==> src/hw/rtl/tbae_pkg.sv <==
`default_nettype none

package tbae_pkg;

    // Field and register widths.
    localparam int SAMPLE_W = 12;
    localparam int SLOPE_W  = 17;
    localparam int ICPT_W   = 16;
    localparam int TEMP_W   = 8;
    localparam int AVG_W    = 24;
    localparam int SUM_W    = 32;

    // One converted sample in Q8.8. Its magnitude stays below 2^21.
    localparam int T_W = 22;

    // Reset values of the registers and of the running average (35.0 C).
    localparam int SLOPE_RESET = -7602;
    localparam int ICPT_RESET  = 12518;
    localparam int AVG_RESET   = 8960;

    // Default number of samples per block.
    localparam int BLOCK_SIZE_DEF = 64;

    // Register map, indexed by paddr[2].
    localparam logic REG_SLOPE = 1'b0;
    localparam logic REG_ICPT  = 1'b1;

    typedef struct packed {
        logic [TEMP_W-1:0]        temperature_c;
        logic signed [AVG_W-1:0]  average_q8;
    } result_t;

endpackage

`default_nettype wire

==> src/hw/rtl/temperature_block_average_ema_unit.sv <==
`default_nettype none

// Channel    Direction  Handshake              Payload
// input      in         in_valid / in_ready    sample_mv
// output     out        out_valid / out_ready  temperature_c, average_q8
// config     in         APB (psel, penable)    slope_q16 at 0x0, intercept_q8 at 0x4
//
// One sample transaction is taken per clock unless the input is held back. A sample goes
// through an input register and a multiply stage, then it is added into the block sum.
// The last sample of a block hands its sum to the update sequencer (mean divide, weighted
// add, divide by three, result write), which takes no new sum until it is idle again.
// Reset clears the sample counter and the block sum and sets the running average to 35.0 C.
// A result waiting at the output does not block samples; only a block end that finds
// the sequencer busy, as when its result write waits on the output, holds the input back.

module temperature_block_average_ema_unit #(
    parameter int BLOCK_SIZE = tbae_pkg::BLOCK_SIZE_DEF
) (
    input  wire logic                                 clk,
    input  wire logic                                 rst_n,

    input  wire logic                                 in_valid,
    output logic                                      in_ready,
    input  wire logic [tbae_pkg::SAMPLE_W-1:0]        sample_mv,

    output logic                                      out_valid,
    input  wire logic                                 out_ready,
    output logic [tbae_pkg::TEMP_W-1:0]               temperature_c,
    output logic signed [tbae_pkg::AVG_W-1:0]         average_q8,

    input  wire logic                                 psel,
    input  wire logic                                 penable,
    input  wire logic                                 pwrite,
    input  wire logic [2:0]                           paddr,
    input  wire logic [31:0]                          pwdata,
    output logic [31:0]                               prdata,
    output logic                                      pready
);

    localparam int CNT_W  = (BLOCK_SIZE > 1) ? $clog2(BLOCK_SIZE) : 1;
    localparam int SW     = tbae_pkg::SLOPE_W;
    localparam int IW     = tbae_pkg::ICPT_W;
    localparam int TW     = tbae_pkg::T_W;
    localparam int SUMW   = tbae_pkg::SUM_W;
    localparam int PW     = SW + tbae_pkg::SAMPLE_W + 1;

    // Configuration registers.
    logic signed [SW-1:0]   slope_reg;
    logic signed [IW-1:0]   icpt_reg;
    logic                   cfg_write;

    assign pready    = 1'b1;
    assign cfg_write = psel && penable && pwrite && pready;

    always_ff @(posedge clk or negedge rst_n)
    begin
        if (!rst_n)
        begin
            slope_reg <= SW'(tbae_pkg::SLOPE_RESET);
            icpt_reg  <= IW'(tbae_pkg::ICPT_RESET);
        end
        else if (cfg_write)
        begin
            case (paddr[2])
                tbae_pkg::REG_SLOPE: slope_reg <= pwdata[SW-1:0];
                tbae_pkg::REG_ICPT:  icpt_reg  <= pwdata[IW-1:0];
                default:             slope_reg <= slope_reg;
            endcase
        end
    end

    // Reads return the register sign-extended to the bus width.
    always_comb
    begin
        case (paddr[2])
            tbae_pkg::REG_SLOPE: prdata = {{(32-SW){slope_reg[SW-1]}}, slope_reg};
            tbae_pkg::REG_ICPT:  prdata = {{(32-IW){icpt_reg[IW-1]}}, icpt_reg};
            default:             prdata = '0;
        endcase
    end

    // Sample pipeline: input register, then the converted sample, then accumulation.
    logic [tbae_pkg::SAMPLE_W-1:0] mv_reg;
    logic                          s0_valid_reg;
    logic signed [TW-1:0]          t_reg;
    logic                          s1_valid_reg;
    logic [CNT_W-1:0]              cnt_reg;
    logic signed [SUMW-1:0]        block_sum_reg;

    logic signed [PW-1:0]          prod;
    logic signed [TW-1:0]          t_next;
    logic signed [SUMW-1:0]        sum_total;
    logic                          s1_last;
    logic                          s1_fire;
    logic                          s0_fire;
    logic                          in_fire;
    logic                          upd_ready;
    tbae_pkg::result_t             upd_result;

    // floor(slope * mv / 256) is the arithmetic shift of the product; it fits in T_W bits.
    assign prod    = slope_reg * $signed({1'b0, mv_reg});
    assign t_next  = $signed(prod[PW-2:8]) + TW'(icpt_reg);

    assign sum_total = block_sum_reg + SUMW'(t_reg);
    assign s1_last   = (cnt_reg == CNT_W'(BLOCK_SIZE - 1));
    assign s1_fire   = s1_valid_reg && (!s1_last || upd_ready);
    assign s0_fire   = s0_valid_reg && (!s1_valid_reg || s1_fire);
    assign in_ready  = !s0_valid_reg || s0_fire;
    assign in_fire   = in_valid && in_ready;

    always_ff @(posedge clk or negedge rst_n)
    begin
        if (!rst_n)
        begin
            s0_valid_reg  <= 1'b0;
            s1_valid_reg  <= 1'b0;
            cnt_reg       <= '0;
            block_sum_reg <= '0;
        end
        else
        begin
            if (in_fire)
            begin
                s0_valid_reg <= 1'b1;
            end
            else if (s0_fire)
            begin
                s0_valid_reg <= 1'b0;
            end

            if (s0_fire)
            begin
                s1_valid_reg <= 1'b1;
            end
            else if (s1_fire)
            begin
                s1_valid_reg <= 1'b0;
            end

            // The last sample of a block leaves with the sum and restarts the count.
            if (s1_fire)
            begin
                if (s1_last)
                begin
                    cnt_reg       <= '0;
                    block_sum_reg <= '0;
                end
                else
                begin
                    cnt_reg       <= cnt_reg + CNT_W'(1);
                    block_sum_reg <= sum_total;
                end
            end
        end
    end

    always_ff @(posedge clk)
    begin
        if (in_fire)
        begin
            mv_reg <= sample_mv;
        end
        if (s0_fire)
        begin
            t_reg <= t_next;
        end
    end

    // Block-end update of the running average and the output register.
    tbae_ema_update #(
        .BLOCK_SIZE (BLOCK_SIZE)
    ) u_update (
        .clk          (clk),
        .rst_n        (rst_n),
        .sum_valid    (s1_valid_reg && s1_last),
        .sum_ready    (upd_ready),
        .sum          (sum_total),
        .result       (upd_result),
        .result_valid (out_valid),
        .result_ready (out_ready)
    );

    assign temperature_c = upd_result.temperature_c;
    assign average_q8    = upd_result.average_q8;

`ifndef SYNTH
    // The sample counter never reaches the block size.
    a_cnt_range: assert property (@(posedge clk) disable iff (!rst_n)
        cnt_reg <= CNT_W'(BLOCK_SIZE - 1))
        else $error("sample counter out of range");

    // Handing off a block empties the accumulator.
    a_block_clear: assert property (@(posedge clk) disable iff (!rst_n)
        s1_fire && s1_last |=> block_sum_reg == '0 && cnt_reg == '0)
        else $error("accumulator not cleared after block end");

    // The accumulator only moves when a converted sample is consumed.
    a_acc_hold: assert property (@(posedge clk) disable iff (!rst_n)
        !s1_fire |=> $stable(block_sum_reg) && $stable(cnt_reg))
        else $error("accumulator changed without a sample");
`endif

endmodule

`default_nettype wire

==> src/hw/rtl/tbae_ema_update.sv <==
`default_nettype none

module tbae_ema_update #(
    parameter int BLOCK_SIZE = tbae_pkg::BLOCK_SIZE_DEF
) (
    input  wire logic                                   clk,
    input  wire logic                                   rst_n,
    input  wire logic                                   sum_valid,
    output logic                                        sum_ready,
    input  wire logic signed [tbae_pkg::SUM_W-1:0]      sum,
    output tbae_pkg::result_t                           result,
    output logic                                        result_valid,
    input  wire logic                                   result_ready
);

    // The block sum magnitude stays below 2^31, so mean = floor(mag * RECIP_N / 2^SHIFT_N)
    // is exact with a reciprocal that fits in 32 bits.
    localparam int MAG_W    = 31;
    localparam int RCP_W    = 32;
    localparam int CLOG_N   = $clog2(BLOCK_SIZE);
    localparam int SHIFT_N  = MAG_W + CLOG_N;
    localparam logic [63:0] RECIP_N_FULL =
        ((64'd1 << SHIFT_N) + 64'(BLOCK_SIZE) - 64'd1) / 64'(BLOCK_SIZE);
    localparam logic [RCP_W-1:0] RECIP_N = RECIP_N_FULL[RCP_W-1:0];
    localparam int PROD_W   = MAG_W + RCP_W;
    localparam int Q_W      = tbae_pkg::T_W;
    localparam int MEAN_W   = Q_W + 1;

    // Division by three of the weighted sum, same method.
    localparam int X_W      = tbae_pkg::AVG_W + 2;
    localparam int MAG3_W   = X_W - 1;
    localparam int SHIFT_3  = MAG3_W + 2;
    localparam int RCP3_W   = 26;
    localparam logic [RCP3_W-1:0] RECIP_3 = 26'd44739243;
    localparam int PROD3_W  = MAG3_W + RCP3_W;
    localparam int AW       = tbae_pkg::AVG_W;

    typedef enum logic [7:0] {
        ST_IDLE = 8'b0000_0001,
        ST_ABS  = 8'b0000_0010,
        ST_MULN = 8'b0000_0100,
        ST_MEAN = 8'b0000_1000,
        ST_SUM3 = 8'b0001_0000,
        ST_ABS3 = 8'b0010_0000,
        ST_MUL3 = 8'b0100_0000,
        ST_UPD  = 8'b1000_0000
    } state_t;

    state_t                          state_reg;
    state_t                          state_next;
    logic signed [tbae_pkg::SUM_W-1:0] sum_reg;
    logic                            neg_reg;
    logic [MAG_W-1:0]                mag_reg;
    logic [PROD_W-1:0]               prod_reg;
    logic signed [MEAN_W-1:0]        mean_reg;
    logic signed [X_W-1:0]           x_reg;
    logic                            neg3_reg;
    logic [MAG3_W-1:0]               mag3_reg;
    logic [PROD3_W-1:0]              prod3_reg;
    logic signed [AW-1:0]            avg_reg;
    logic signed [AW-1:0]            avg_next;
    tbae_pkg::result_t               result_reg;
    logic                            result_valid_reg;

    logic [tbae_pkg::SUM_W-1:0]      sum_abs;
    logic [Q_W-1:0]                  q_n;
    logic [X_W-1:0]                  x_abs;
    logic [AW-1:0]                   q3;
    logic [tbae_pkg::TEMP_W-1:0]     temp_next;
    logic                            slot_free;

    assign slot_free = !result_valid_reg || result_ready;
    assign sum_ready = (state_reg == ST_IDLE);

    assign sum_abs = sum_reg[tbae_pkg::SUM_W-1] ? (~sum_reg + 1'b1) : sum_reg;
    assign q_n     = prod_reg[SHIFT_N +: Q_W];
    assign x_abs   = x_reg[X_W-1] ? (~x_reg + 1'b1) : x_reg;
    assign q3      = prod3_reg[SHIFT_3 +: AW];
    assign avg_next = neg3_reg ? $signed(~q3 + 1'b1) : $signed(q3);

    // Whole degrees, truncated toward zero, clamped to 0..255.
    always_comb
    begin
        if (avg_next[AW-1])
        begin
            temp_next = '0;
        end
        else if (avg_next[AW-2:16] != '0)
        begin
            temp_next = '1;
        end
        else
        begin
            temp_next = avg_next[15:8];
        end
    end

    always_comb
    begin
        state_next = state_reg;
        case (state_reg)
            ST_IDLE:
            begin
                if (sum_valid)
                begin
                    state_next = ST_ABS;
                end
            end
            ST_ABS:  state_next = ST_MULN;
            ST_MULN: state_next = ST_MEAN;
            ST_MEAN: state_next = ST_SUM3;
            ST_SUM3: state_next = ST_ABS3;
            ST_ABS3: state_next = ST_MUL3;
            ST_MUL3: state_next = ST_UPD;
            ST_UPD:
            begin
                if (slot_free)
                begin
                    state_next = ST_IDLE;
                end
            end
            default: state_next = ST_IDLE;
        endcase
    end

    always_ff @(posedge clk or negedge rst_n)
    begin
        if (!rst_n)
        begin
            state_reg        <= ST_IDLE;
            avg_reg          <= AW'(tbae_pkg::AVG_RESET);
            result_valid_reg <= 1'b0;
        end
        else
        begin
            state_reg <= state_next;
            if (state_reg == ST_UPD && slot_free)
            begin
                avg_reg          <= avg_next;
                result_valid_reg <= 1'b1;
            end
            else if (result_ready)
            begin
                result_valid_reg <= 1'b0;
            end
        end
    end

    always_ff @(posedge clk)
    begin
        if (state_reg == ST_IDLE && sum_valid)
        begin
            sum_reg <= sum;
        end
        if (state_reg == ST_ABS)
        begin
            neg_reg <= sum_reg[tbae_pkg::SUM_W-1];
            mag_reg <= sum_abs[MAG_W-1:0];
        end
        if (state_reg == ST_MULN)
        begin
            prod_reg <= PROD_W'(mag_reg) * PROD_W'(RECIP_N);
        end
        if (state_reg == ST_MEAN)
        begin
            mean_reg <= neg_reg ? $signed(~{1'b0, q_n} + 1'b1) : $signed({1'b0, q_n});
        end
        if (state_reg == ST_SUM3)
        begin
            x_reg <= $signed({avg_reg[AW-1], avg_reg, 1'b0})
                   + $signed({{(X_W-MEAN_W){mean_reg[MEAN_W-1]}}, mean_reg});
        end
        if (state_reg == ST_ABS3)
        begin
            neg3_reg <= x_reg[X_W-1];
            mag3_reg <= x_abs[MAG3_W-1:0];
        end
        if (state_reg == ST_MUL3)
        begin
            prod3_reg <= PROD3_W'(mag3_reg) * PROD3_W'(RECIP_3);
        end
        if (state_reg == ST_UPD && slot_free)
        begin
            result_reg.temperature_c <= temp_next;
            result_reg.average_q8    <= avg_next;
        end
    end

    assign result       = result_reg;
    assign result_valid = result_valid_reg;

`ifndef SYNTH
    // A negative average must report zero whole degrees.
    a_neg_clamps: assert property (@(posedge clk) disable iff (!rst_n)
        result_valid_reg && result_reg.average_q8[AW-1] |-> result_reg.temperature_c == '0)
        else $error("negative average not clamped to zero");

    // In-range averages report their integer part.
    a_whole_deg: assert property (@(posedge clk) disable iff (!rst_n)
        result_valid_reg && !result_reg.average_q8[AW-1]
        && result_reg.average_q8[AW-2:16] == '0
        |-> result_reg.temperature_c == result_reg.average_q8[15:8])
        else $error("whole degrees do not match average");

    // Finishing an update always presents a result next cycle.
    a_upd_result: assert property (@(posedge clk) disable iff (!rst_n)
        state_reg == ST_UPD && slot_free |=> result_valid_reg && state_reg == ST_IDLE)
        else $error("update finished without result");

    // The running average only changes when a result is produced.
    a_avg_hold: assert property (@(posedge clk) disable iff (!rst_n)
        !(state_reg == ST_UPD && slot_free) |=> $stable(avg_reg))
        else $error("running average changed outside an update");
`endif

endmodule

`default_nettype wire
==> config.mk <==
export PLATFORM = sky130hd
export DESIGN_NAME = temperature_block_average_ema_unit
export DESIGN_NICKNAME = d
export VERILOG_FILES = /design/src/hw/rtl/tbae_pkg.sv /design/src/hw/rtl/temperature_block_average_ema_unit.sv /design/src/hw/rtl/tbae_ema_update.sv
export SDC_FILE = /design/constraint.sdc
export NUM_CORES = 2
export LEC_CHECK = 0
export BUFFER_PORTS_ARGS = -buffer_cell sky130_fd_sc_hd__clkbuf_2
export CAP_MARGIN = 20
export CORE_ASPECT_RATIO = 2
export CORE_MARGIN = 2
export CORE_UTILIZATION = 46
export CTS_BUF_LIST = sky130_fd_sc_hd__clkbuf_4 sky130_fd_sc_hd__clkbuf_8
export DETAILED_ROUTE_END_ITERATION = 10
export GPL_TIMING_DRIVEN = 1
export HOLD_SLACK_MARGIN = 0.1
export SLEW_MARGIN = 5
export SYNTH_ARGS = -nofsm -noshare
export SYNTH_HDL_FRONTEND = slang
export SYNTH_SLANG_ARGS = --single-unit
==> constraint.sdc <==
create_clock -name clk -period 13.18 [get_ports clk]
set_clock_uncertainty 0.2 [all_clocks]
set_input_delay 3.954 -clock clk [delete_from_list [all_inputs] [get_ports clk]]
set_output_delay 3.954 -clock clk [all_outputs]
set_load 0.01 [all_outputs]
**Word level (Yosys, flattened, before mapping)**

Index checks and enable logic that the tools add are counted.

- Flip-flop bits (word level): 387
- Output and inout port bits: 67

- $add $sub $neg: 8
- $mul: 2
- Equality and inequality tests: 11
- Muxes and demuxes: 17
- Bitwise operators: 5
- Reductions and logical operators: 23

Operators by type and width:

| kind | count |
|---|---|
| 32-bit case mux with 2 select lines | 1 |
| 8-bit case mux with 8 select lines | 1 |
| 25-bit by 26-bit multiplier with 51-bit output (second input constant) | 1 |
| 32-bit by 22-bit adder with 32-bit output | 1 |
| 32-bit 2-to-1 mux | 1 |
| 17-bit by 13-bit multiplier with 29-bit output | 1 |
| 28-bit by 1-bit adder with 28-bit output (second input constant) | 1 |
| 28-bit 2-to-1 mux | 1 |
| 28-bit NOT | 1 |
| 25-bit by 23-bit adder with 26-bit output | 1 |
| 25-bit by 1-bit adder with 25-bit output (second input constant) | 1 |
| 25-bit 2-to-1 mux | 1 |
| 25-bit NOT | 1 |
| 24-bit by 1-bit adder with 24-bit output (second input constant) | 1 |
| 24-bit 2-to-1 mux | 1 |
| 8-bit 2-to-1 mux | 3 |
| 24-bit NOT | 1 |
| 23-bit by 1-bit adder with 23-bit output (second input constant) | 1 |
| 22-bit NOT with 23-bit output | 1 |
| 21-bit by 16-bit adder with 22-bit output | 1 |
| 22-bit 2-to-1 mux | 1 |
| 8-bit by 1-bit == test with 1-bit output (second input constant) | 1 |
| 8-bit by 2-bit == test with 1-bit output (second input constant) | 1 |
| 8-bit by 3-bit == test with 1-bit output (second input constant) | 1 |
| other kinds (17) | 40 |

**Longest topological paths before layout**

- Depth in word-level cells: 9
- Gate-level depth with buffers: 30
- Depth with buffers taken out: 29

**Cells and area by module**

Synthesis repeated with hierarchy kept, for this count alone.

- Cell total of the unflattened synthesis: 3154
- Area total of the unflattened synthesis: 33016.7 um2

Modules (own cells, without submodules):

| module | times used | cells each | area each (um2) | seq. area each (um2) |
|---|---|---|---|---|
| tbae_ema_update | 1 | 1711 | 19072.0 | 6986.7 |
| temperature_block_average_ema_unit | 1 | 1443 | 13944.6 | 2867.8 |

**Least setup slack after synthesis**

OpenSTA, ideal clock, no wires.

- Kind: input to output
- Start: in paddr[2]
- End: out prdata[17]
- Arrival: 5.762 ns
- Required time: 9.026 ns
- Setup slack: 3.264 ns
- Cell stages on the path: 4
- Path buffers: 3
- Path through: clkbuf_1 clkbuf_1 o21ai_0 buf_4

- Word-level cells in the longest chain between the ends: 2

Ends and longest elaborated chain:

| item | line | source |
|---|---|---|
| start, declared | temperature_block_average_ema_unit.sv:34 | `input wire logic [2:0] paddr,` |
| 1-bit NOT (no line) | - |  |
| 32-bit case mux with 2 select lines * | temperature_block_average_ema_unit.sv:75 | `case (paddr[2])` |
| end, declared | temperature_block_average_ema_unit.sv:36 | `output logic [31:0] prdata,` |

Every way passes the cells marked *; elsewhere a longest branch is shown, timed or not.

**Final worst setup path**

- Start: in paddr[2]
- End: out prdata[30]

The elaborated chain is that of the path after synthesis.

==> metrics.md <==
| Metric | Value |
|---|---|
| Drt via density | around 5.4 |
| Number of enable flip-flop cells after synthesis | 239 |
| CP Max Fanout | 20 |
| Post-CTS setup buffer count | 0 |
| Fin area | 34,820 um^2 |
| Antenna violations before repair | 3 |
| Critical path endpoint category | output pin |
| # fillers | about 6,400 |
| Slew margin rel. | 0.2948 |
| XOR/XNOR Fraction of Synth Area | 0.05449 |
| Worst slew pin tran | 1052 ps |
| Multiplexer share of the synthesized area | 0.02022 |
| Worst min path class | flop to flop |
| Syn Nets | about 3,800 |
| Critical path arrival | 4920 ps |
| Top-count cell post-synth | inv_1 |
| DRT iter0 DRCs | 924 |
| Initial Util | 0.4642 |
| Die Y-Extent | about 380 um |
| Crit Path Class | primary input to output pin |
| Die width | about 190 um |
| Global-route wire length before repair | 127.8 mm |
| Worst Path Required | around 9000 ps |
| Fin util | 0.5003 |
| Die footprint | 72,490 um^2 |
| Aggregate global routing overflow | 0 |
| Nets | 3,874 |
| GRT Overall Usage | 0.2324 |
| H-tree lvl count | 2 |
| Routed via count | 21,850 |
| Cell variety after synth | between 70 and 80 |
| Synth top area cells | edfxtp_1 (22%), fa_1 (22%), ha_1 (13%) |
| CTS Sinks | about 350 |
| PostCTS Resize Cnt | 0 |
| Post-Route Setup TNS | 0 ps |
| Simple-Gate Fraction of Synth Area | 0.1015 |
| Largest net degree at the start of global routing | 62 |
| Synth Area per Inst | around 11 um^2 |
| Post-route DRC | 0 |
| Reg clk slew, reported paths | around 60 ps |
| CP startpoint kind | primary input |
| Most used DFF post-synth | edfxtp_1 |
| Clock Tree Buf Depth | 3 |
| I/O Pins | ~120 |
| Synthesis-stage register bit count | 345 |
| Number of port buffers | approximately 100 |
| Synthesis-to-layout area growth | 7.777% |
| Final Slew Violations | 0 |
| Final Hold Vio Count | 0 |
| Yosys top cell by area | edfxtp_1 |
| Post-DP HPWL | 67.19 mm |
| Vias in the first global route | roughly 24,000 |
| Layout cells sized above 1 | 0.09842 |
| RSZ-0062 raised after global routing | false |
| Top-area cell type share of the netlist area | 0.2222 |
| FP Rows | 137 |
| GP Congestion | between 0.8 and 0.9 |
| Sequential element share of the synthesized area | 0.3050 |
| Status | finished clean |
| Clk root buf | clkbuf_8 |
| Mapped Cells | a little over 3,000 |
| CTS Hold Buffers Added | 0 |
| Num CTS Buffers | 51 |
| Most frequent cells after synthesis | inv_1 (562), fa_1 (358), ha_1 (343) |
| Final ANT Viol Nets | 0 |
| Core Box Area | about 70,000 um^2 |
| Routed len/inst | about 20 um |
| Post-synthesis adder-cell area fraction | 0.3547 |
| Main combinational cell family by area after synthesis | adder cells |
| Dpl cell area | between 30,000 and 40,000 um^2 |
| Synth Warn # | 0 |
| Final setup viols | 0 |
| Clk Latency, worst-skew pair | around 660 ps |
| Fin crit period | around 9100 ps |
| Async SR Flop Fraction | 0.3072 |
| Routed wire length | 80.74 mm |
| Compound-Gate Fraction of Synth Area | 0.08742 |
| Final period util | 0.6884 |
| Fmax | around 0.11 GHz |
| Mapped cell area | between 30,000 and 40,000 um^2 |
| Max-cap viol count | 0 |
| DRT Pass-1 Iters | 4 |
| CTS tree | yes |
-- metal layers --
metal / GRT usage / vias up / share of wire
li1: - / 10190 / -
met1: 0.2113 / 10950 / 0.32
met2: 0.4609 / 479 / 0.57
met3: 0.02774 / 232 / 0.033
met4: 0.1652 / 4 / 0.082
met5: 0 / - / 0.00028
-- kinds of logic after synthesis --
family,count (synthesis)
flops,345
xor+xnor,201
mux,58
buf+inv,642
other cells,1
fa+ha+maj,701
simple gates,645
compound gates,436
-- stage by stage --
stage / worst slack (ps) / instances / hold WS (ps)
after floorplan: 3264 / 3029 / 200.3
after global placement: 4114 / 3966 / 202.1
after detailed placement: 4105 / 3967 / 207.5
after CTS: 4099 / 4061 / 205.6
after global routing: 3744 / 4064 / 230.9
final: 4107 / 4065 / 221.4
-- cell type report --
| cell class | count | area (um^2) | area share |
|---|---|---|---|
| clock buffers | 70 | 882.1 | 0.02534 |
| inverters | 563 | 2113 | 0.06070 |
| diodes | 2 | 5.005 | 0.0001437 |
| flip-flops and latches | 345 | 9854 | 0.2830 |
| repair buffers | 116 | 640.6 | 0.01840 |
| multi-input cells | 2042 | 19990 | 0.5743 |
| well taps | 903 | 1130 | 0.03245 |
| clock inverters | 24 | 197.7 | 0.005678 |
-- worst max-delay path, stage by stage --
cell and delay [ps]:
clkbuf_2 380, nand2_1 120, o21ai_0 90, buf_4 210, clkbuf_2 150
-- worst paths after layout --
kind | start | to | slack, ps | cells after the start
max in group asynchronous | rst_n | slope_reg[4]$_DFFE_PN0P_ | 8340 | 2
min reg2reg | u_update.mag_reg[6]$_DFFE_PP_ | u_update.prod_reg[37]$_DFFE_PP_ | 220 | 0
max | paddr[2] | prdata[30] | 4110 | 5
min | u_update.mag_reg[6]$_DFFE_PP_ | u_update.prod_reg[37]$_DFFE_PP_ | 220 | 0
min in group asynchronous | rst_n | u_update.avg_reg[6]$_DFFE_PN0P_ | 3160 | 1
max reg2reg | mv_reg[3]$_DFFE_PP_ | t_reg[21]$_DFFE_PP_ | 4470 | 29
-- placed cells by master (no fill, tap or decap), types with 11 or more instances in the layout --
cell / instances
inv_1: 562
fa_1: 358
ha_1: 343
edfxtp_1: 239
nand2_1: 227
xnor2_1: 153
and2_1: 114
a21oi_1: 109
o21ai_0: 104
clkbuf_2: 101
nor2_1: 97
dfrtp_1: 86
mux2_2: 58
clkbuf_8: 57
a21o_1: 52
xor2_1: 48
nor3_1: 28
o31ai_1: 26
nand2b_1: 25
a22o_1: 25
nand3_1: 24
o21a_1: 23
nor2b_1: 20
dfstp_2: 20
nand4_1: 19
or3_1: 16
a31oi_1: 13
clkbuf_4: 13
clkinv_2: 12
buf_4: 12
and3_1: 11
or4_1: 11
Power is left out: the tool's default activity adds up to more than one toggle a clock period on the data nets, which glitch-free logic cannot reach.
